===== src/dq_pkg.sv =====
// dq_pkg: shared types, constants and pointer helpers for the double-ended queue
// no dependencies; imported by dq_ctrl, dq_datapath and double_ended_queue_unit
package dq_pkg;

    localparam int DEPTH   = 16;
    localparam int IDX_W   = (DEPTH > 1) ? $clog2(DEPTH) : 1;
    localparam int COUNT_W = $clog2(DEPTH + 1);
    localparam int WORD_W  = 32;

    typedef enum logic [1:0] {
        ACT_PUSH_FRONT = 2'd0,
        ACT_PUSH_REAR  = 2'd1,
        ACT_POP_FRONT  = 2'd2,
        ACT_POP_REAR   = 2'd3
    } t_action;

    typedef enum logic [1:0] {
        STS_OK    = 2'd0,
        STS_EMPTY = 2'd1,
        STS_FULL  = 2'd2
    } t_status;

    typedef enum logic [1:0] {
        FSM_IDLE = 2'd0,
        FSM_EXEC = 2'd1,
        FSM_RESP = 2'd2
    } t_fsm;

    // commands from the controller to the datapath
    typedef struct packed {
        logic capture;  // latch the request beat
        logic step;     // apply the request to the ring
    } t_dq_cmd;

    function automatic logic [IDX_W-1:0] idx_next(input logic [IDX_W-1:0] i);
        logic [IDX_W-1:0] r;
        if (i == IDX_W'(DEPTH - 1)) begin
            r = '0;
        end else begin
            r = i + 1'b1;
        end
        return r;
    endfunction

    function automatic logic [IDX_W-1:0] idx_prev(input logic [IDX_W-1:0] i);
        logic [IDX_W-1:0] r;
        if (i == '0) begin
            r = IDX_W'(DEPTH - 1);
        end else begin
            r = i - 1'b1;
        end
        return r;
    endfunction

endpackage


===== src/dq_ctrl.sv =====
// dq_ctrl: sequencing state machine for the double-ended queue
// depends on dq_pkg (t_fsm, t_dq_cmd)
module dq_ctrl (
    input  logic           i_clk,
    input  logic           i_rst_n,
    input  logic           i_in_valid,
    output logic           o_in_ready,
    output logic           o_out_valid,
    input  logic           i_out_ready,
    output dq_pkg::t_dq_cmd o_cmd
);
    import dq_pkg::*;

    t_fsm r_state;
    t_fsm n_state;

    always_ff @(posedge i_clk) begin
        if (!i_rst_n) begin
            r_state <= FSM_IDLE;
        end else begin
            r_state <= n_state;
        end
    end

    always_comb begin
        n_state     = r_state;
        o_in_ready  = 1'b0;
        o_out_valid = 1'b0;
        o_cmd       = '0;
        case (r_state)
            FSM_IDLE: begin
                o_in_ready = 1'b1;
                if (i_in_valid) begin
                    o_cmd.capture = 1'b1;
                    n_state       = FSM_EXEC;
                end
            end
            FSM_EXEC: begin
                o_cmd.step = 1'b1;
                n_state    = FSM_RESP;
            end
            FSM_RESP: begin
                o_out_valid = 1'b1;
                if (i_out_ready) begin
                    n_state = FSM_IDLE;
                end
            end
            default: begin
                n_state = FSM_IDLE;
            end
        endcase
    end

endmodule


===== src/dq_datapath.sv =====
// dq_datapath: ring storage, head/tail pointers, occupancy and result registers
// depends on dq_pkg (types, DEPTH, pointer helpers)
module dq_datapath (
    input  logic                          i_clk,
    input  logic                          i_rst_n,
    input  dq_pkg::t_dq_cmd               i_cmd,
    input  logic [1:0]                    i_action,
    input  logic signed [dq_pkg::WORD_W-1:0] i_push_value,
    output logic signed [dq_pkg::WORD_W-1:0] o_popped_value,
    output logic [1:0]                    o_status,
    output logic [dq_pkg::COUNT_W-1:0]    o_fill_count
);
    import dq_pkg::*;

    logic [WORD_W-1:0]  r_mem [DEPTH];
    logic [WORD_W-1:0]  r_rdata;

    t_action            r_action;
    logic [WORD_W-1:0]  r_value;

    logic [IDX_W-1:0]   r_head;
    logic [IDX_W-1:0]   r_tail;
    logic [COUNT_W-1:0] r_count;
    t_status            r_status;
    logic               r_pop_ok;

    logic [IDX_W-1:0]   n_head;
    logic [IDX_W-1:0]   n_tail;
    logic [COUNT_W-1:0] n_count;
    t_status            n_status;
    logic               n_pop_ok;
    logic [IDX_W-1:0]   mem_addr;
    logic               mem_we;
    logic               mem_re;
    logic               is_full;
    logic               is_empty;

    assign is_full  = (r_count == COUNT_W'(DEPTH));
    assign is_empty = (r_count == '0);

    always_comb begin
        n_head   = r_head;
        n_tail   = r_tail;
        n_count  = r_count;
        n_status = STS_OK;
        n_pop_ok = 1'b0;
        mem_addr = r_head;
        mem_we   = 1'b0;
        mem_re   = 1'b0;
        case (r_action)
            ACT_PUSH_FRONT: begin
                if (is_full) begin
                    n_status = STS_FULL;
                end else begin
                    mem_addr = idx_prev(r_head);
                    mem_we   = 1'b1;
                    n_head   = mem_addr;
                    n_count  = r_count + 1'b1;
                end
            end
            ACT_PUSH_REAR: begin
                if (is_full) begin
                    n_status = STS_FULL;
                end else begin
                    mem_addr = r_tail;
                    mem_we   = 1'b1;
                    n_tail   = idx_next(r_tail);
                    n_count  = r_count + 1'b1;
                end
            end
            ACT_POP_FRONT: begin
                if (is_empty) begin
                    n_status = STS_EMPTY;
                end else begin
                    mem_addr = r_head;
                    mem_re   = 1'b1;
                    n_pop_ok = 1'b1;
                    n_head   = idx_next(r_head);
                    n_count  = r_count - 1'b1;
                end
            end
            ACT_POP_REAR: begin
                if (is_empty) begin
                    n_status = STS_EMPTY;
                end else begin
                    mem_addr = idx_prev(r_tail);
                    mem_re   = 1'b1;
                    n_pop_ok = 1'b1;
                    n_tail   = mem_addr;
                    n_count  = r_count - 1'b1;
                end
            end
            default: begin
                n_status = STS_OK;
            end
        endcase
    end

    // request capture, no reset needed
    always_ff @(posedge i_clk) begin
        if (i_cmd.capture) begin
            r_action <= t_action'(i_action);
            r_value  <= i_push_value;
        end
    end

    // ring storage with registered read
    always_ff @(posedge i_clk) begin
        if (i_cmd.step && mem_we) begin
            r_mem[mem_addr] <= r_value;
        end
        if (i_cmd.step && mem_re) begin
            r_rdata <= r_mem[mem_addr];
        end
    end

    always_ff @(posedge i_clk) begin
        if (!i_rst_n) begin
            r_head   <= '0;
            r_tail   <= '0;
            r_count  <= '0;
            r_status <= STS_OK;
            r_pop_ok <= 1'b0;
        end else if (i_cmd.step) begin
            r_head   <= n_head;
            r_tail   <= n_tail;
            r_count  <= n_count;
            r_status <= n_status;
            r_pop_ok <= n_pop_ok;
        end
    end

    assign o_popped_value = r_pop_ok ? r_rdata : '0;
    assign o_status       = r_status;
    assign o_fill_count   = r_count;

endmodule


===== src/double_ended_queue_unit.sv =====
// double_ended_queue_unit: top level of the bounded double-ended queue
// depends on dq_pkg, dq_ctrl and dq_datapath
// usage
//   request channel: i_in_valid / o_in_ready carry one beat of i_action and
//   i_push_value (0 push front, 1 push rear, 2 pop front, 3 pop rear)
//   response channel: o_out_valid / i_out_ready carry one beat per request:
//   o_popped_value (zero unless a pop succeeded), o_status (0 ok, 1 empty,
//   2 full) and o_fill_count, the stored word count after the request
//   a refused push or pop leaves the ring untouched
// timing
//   request accepted in idle, ring updated in the next cycle (single-port
//   storage access plus pointer update), response valid the cycle after
//   that; one request in flight, so a new request is taken only after the
//   response beat is taken, through the idle/execute/respond sequence
// reset
//   synchronous active-low reset empties the queue (pointers and count to
//   zero); ring contents are not cleared and are never read before written
// back-pressure
//   while i_out_ready is low the response holds steady and o_in_ready stays
//   low; nothing is dropped
module double_ended_queue_unit (
    input  logic                             i_clk,
    input  logic                             i_rst_n,
    input  logic                             i_in_valid,
    output logic                             o_in_ready,
    input  logic [1:0]                       i_action,
    input  logic signed [dq_pkg::WORD_W-1:0] i_push_value,
    output logic                             o_out_valid,
    input  logic                             i_out_ready,
    output logic signed [dq_pkg::WORD_W-1:0] o_popped_value,
    output logic [1:0]                       o_status,
    output logic [dq_pkg::COUNT_W-1:0]       o_fill_count
);
    import dq_pkg::*;

    // command bundle from sequencer to datapath
    t_dq_cmd cmd;

    dq_ctrl u_ctrl (
        .i_clk       (i_clk),
        .i_rst_n     (i_rst_n),
        .i_in_valid  (i_in_valid),
        .o_in_ready  (o_in_ready),
        .o_out_valid (o_out_valid),
        .i_out_ready (i_out_ready),
        .o_cmd       (cmd)
    );

    dq_datapath u_datapath (
        .i_clk          (i_clk),
        .i_rst_n        (i_rst_n),
        .i_cmd          (cmd),
        .i_action       (i_action),
        .i_push_value   (i_push_value),
        .o_popped_value (o_popped_value),
        .o_status       (o_status),
        .o_fill_count   (o_fill_count)
    );

endmodule


===== config.mk =====
export PLATFORM = sky130hd
export DESIGN_NAME = double_ended_queue_unit
export DESIGN_NICKNAME = d
export VERILOG_FILES = /design/src/dq_pkg.sv /design/src/dq_ctrl.sv /design/src/dq_datapath.sv /design/src/double_ended_queue_unit.sv
export SDC_FILE = /design/constraint.sdc
export NUM_CORES = 1
export LEC_CHECK = 0
export BUFFER_PORTS_ARGS = -buffer_cell sky130_fd_sc_hd__buf_2
export CORE_MARGIN = 3
export CORE_UTILIZATION = 55
export DETAILED_ROUTE_END_ITERATION = 12
export GPL_TIMING_DRIVEN = 0
export PLACE_DENSITY = 0.76
export SYNTH_ARGS = -nofsm -noshare
export SYNTH_HDL_FRONTEND = slang
export SYNTH_HIERARCHICAL = 1
export SYNTH_SLANG_ARGS = --single-unit

===== constraint.sdc =====
create_clock -name i_clk -period 6.28 [get_ports i_clk]
set_clock_uncertainty 0.1 [all_clocks]
set_input_delay 0.314 -clock i_clk [delete_from_list [all_inputs] [get_ports i_clk]]
set_output_delay 0.314 -clock i_clk [all_outputs]
set_load 0.02 [all_outputs]

==> metrics.txt <==
status=complete, no violations; minimum clock period=approximately 5.2 ns; # DRC=0; drt first pass iters=5; GR Overflow Total=0; synth top area cells=edfxtp_1, mux4_2, a22oi_1, dfxtp_1, and2_1; GRT Total Usage=roughly a quarter; row count=74; Area Growth Syn to Fin=17.3%; sequential area share after synthesis=about 78%; Core Box Area=between 40000 and 50000 um2; RSZ-0062 raised after global routing=no; 1st-iter DRT viols=roughly 1.2k; Post-CTS Resized=0; Slew HR=29.7%; worst skew pair latency=0.61 ns; number of synthesized register bits=just under 600; Slew @ Worst Pin=~1.0 ns; die width=around 210 um; Worst Path Max Fanout=10; # setup viols final=0; starting density of the core=between 50% and 60%; nets=1336; Top Metal Used=met4; CP max stage cell=nor3_2; clk buf depth=3; critical-path cell list=nor4_2, a21oi_1, or3_1, o211ai_1, buf_2, buf_2, nand4b_1, nor3_2, buf_6, buf_6; fillers=around 2.6k; Vias/cell=around 6.2; DR WL met3=between 3 and 4 mm; vias in the first global route=approximately 12k; Synth cell types=between 50 and 60; crit-path leading delay family=simple AND/OR/NAND/NOR gates; Place WS=approximately 1.3 ns; clk root buf=clkbuf_16; hold_buf cts=37; Leakage=between 8 and 9 nW; Routed WL=just over 50 mm; post-DP HPWL=between 30 and 40 mm; met1 wire length=20.1 mm; Yosys top cell area share=between 70% and 80%; metal2 WL=25.4 mm; first-pass GRT wire length=~75 mm; WL per Instance=27.1 um; Final period util=between 80% and 90%; Hold Path Class=input port to register; initial antenna violation count=0; clk sinks=between 500 and 600; Vias=11.7k; Max VDD drop=0.000257 V; number of synthesized flops with an enable pin=578; Cell Pwr Density=around 330 nW/um2; Ports=between 70 and 80; Synthesized Nets=1123; largest area contributor in the netlist=edfxtp_1; Crit. End Element=register; final core occ=65.5%; count of input and output buffers=78; Peak Freq=around 190 MHz; Critical Path RT=approximately 6.5 ns; synthesized instance count=between 1k and 1.5k; antenna-violating nets left=0; type of origin of the critical path=register; final instance area=around 27000 um2; Num CTS Buffers=57; WP buf/inv=4; RD Place Congestion=0.837; H-tree Lvls=2; clk slew on worst S/H paths=around 0.06 ns; fin. max-slew vios=0; placed instance area=between 20000 and 25000 um2; synthesized area=22800 um2; final setup margin=1.12 ns; pin count of the biggest net entering global routing=22; delay of the slowest critical-path stage=about 0.90 ns; die footprint=44000 um2; asr flop ratio synth=0%; Ant. Diodes=0; ys flop type=edfxtp_1; WP data arrival=around 5.4 ns; Synth Warn #=6; CTS tree=yes; endpoints failing hold=0; Setup CP Type=register to register; max-cap violations=0; syn_area_per_cell=~21 um2; layout cells sized above 1=30.2%; number of post-CTS setup repair buffers=0; Die H=approximately 210 um
-- kinds of logic (layout without fill, tap and decap cells) --
kind of cell / count (synthesis) / in the layout / synth area share, %
buffers and inverters: 64 / 326 / 1.36
XOR/XNOR: 10 / 10 / 0.383
multiplexers: 132 / 132 / 12.8
adder cells (fa/ha/maj): 8 / 8 / 0.471
AND/OR/NAND/NOR: 146 / 146 / 3.34
flip-flops: 596 / 596 / 77.6
AO/OA/AOI/OAI: 121 / 121 / 4.09
-- worst register-to-register path, stage by stage (launching register included) --
cell	delay, ns
dfxtp_1	0.39
nor4_2	0.65
a21oi_1	0.35
or3_1	0.46
o211ai_1	0.38
buf_2	0.34
buf_2	0.38
nand4b_1	0.40
nor3_2	0.90
buf_6	0.28
buf_6	0.20
-- through the flow --
stage	std cells	hold WS, ns	total power [mW]	TNS (ns)
final	1871	0.0874	8.84	0
after global routing	1871	0.0914	9.10	0
after CTS	1871	0.0712	8.89	0
after detailed placement	1726	0.392	5.48	0
after global placement	1687	0.390	5.43	-423.29
after floorplan	1077	0.313	5.18	0
-- metal layers --
| metal | vias up | global-route usage [%] |
|---|---|---|
| met1 | 6088 | 32.1 |
| li1 | 4914 | - |
| met3 | 92 | 4.16 |
| met5 | - | 0 |
| met2 | 557 | 38.8 |
| met4 | 0 | 7.44 |
-- flip-flops by register name, summed over array words and instances, names as in the netlist --
signal                   cells
u_datapath/r_mem           512
u_datapath/r_rdata          32
u_datapath/r_value          32
u_datapath/o_fill_count      5
u_datapath/r_head            4
u_datapath/r_tail            4
u_ctrl/r_state               2
u_datapath/o_status          2
u_datapath/r_action          2
u_datapath/r_pop_ok          1
-- synthesized netlist by cell type (2+ instances only) --
| cell type | count |
|---|---|
| edfxtp_1 | 578 |
| mux4_2 | 128 |
| a22oi_1 | 55 |
| nand2_1 | 47 |
| and2_1 | 40 |
| buf_2 | 32 |
| nor2_1 | 20 |
| clkbuf_1 | 18 |
| dfxtp_1 | 18 |
| a21oi_1 | 11 |
| nor3_1 | 11 |
| a22oi_2 | 9 |
| o21ai_0 | 9 |
| inv_1 | 8 |
| o211ai_1 | 8 |
| xnor2_1 | 8 |
| ha_1 | 7 |
| nor2b_1 | 6 |
| nand3_1 | 5 |
| mux2i_1 | 4 |
| a21boi_0 | 3 |
| a21o_1 | 3 |
| buf_6 | 3 |
| o211a_1 | 3 |
| o21a_1 | 3 |
| o31ai_1 | 3 |
| a32o_1 | 2 |
| and3_1 | 2 |
| buf_4 | 2 |
| nand4_1 | 2 |
| nand4b_1 | 2 |
| nor3b_1 | 2 |
| o21ba_2 | 2 |
| xor2_1 | 2 |
-- report_power, final --
group,switching (mW),total [mW],internal [mW]
clock,1.46,3.42,1.96
combinational,0.514,0.908,0.395
sequential,0.0695,4.52,4.45
total,2.04,8.84,6.81
-- final timing paths --
check / start / to / slack (ns) / depth (start not counted)
setup / recovery: u_datapath/o_fill_count[0] / u_datapath/r_mem[15][16] / 1.12 / 10
hold / removal: i_in_valid / u_datapath/r_value[30] / 0.09 / 2
setup reg to reg: u_datapath/o_fill_count[0] / u_datapath/r_mem[15][16] / 1.12 / 10
hold reg to reg: u_datapath/o_status[1] / u_datapath/o_status[1] / 0.43 / 2
-- cell usage in the layout (no fill, tap or decap), drive strengths merged, types with 3 or more instances in the layout --
master	n
mux4	128
bufinv	6
o211a	3
o31ai	3
buf	154
ha	7
clkinvlp	5
clkinv	27
dfxtp	18
edfxtp	578
mux2i	4
nor2	21
and2	40
a21oi	11
nor2b	7
o211ai	8
a21o	3
a22oi	64
nor3	11
inv	12
xnor2	8
nand2	48
o21ai	10
o21a	3
a21boi	3
nand3	5
dlygate4sd3	37
clkbuf	85
nor3b	4
-- area by class of cell --
class                      instances  area [um2]  share of cell area (%)
clock inverter                    41         367                    1.37
tap                              532         666                    2.48
clock buffer                      67        1510                    5.62
buffer                            55         277                    1.03
multi-input combinational        417        4920                    18.4
inverter                           9        33.8                   0.126
timing repair buffer             154        1300                    4.86
sequential                       596       17700                    66.1
(Power assumes the default switching activity.)
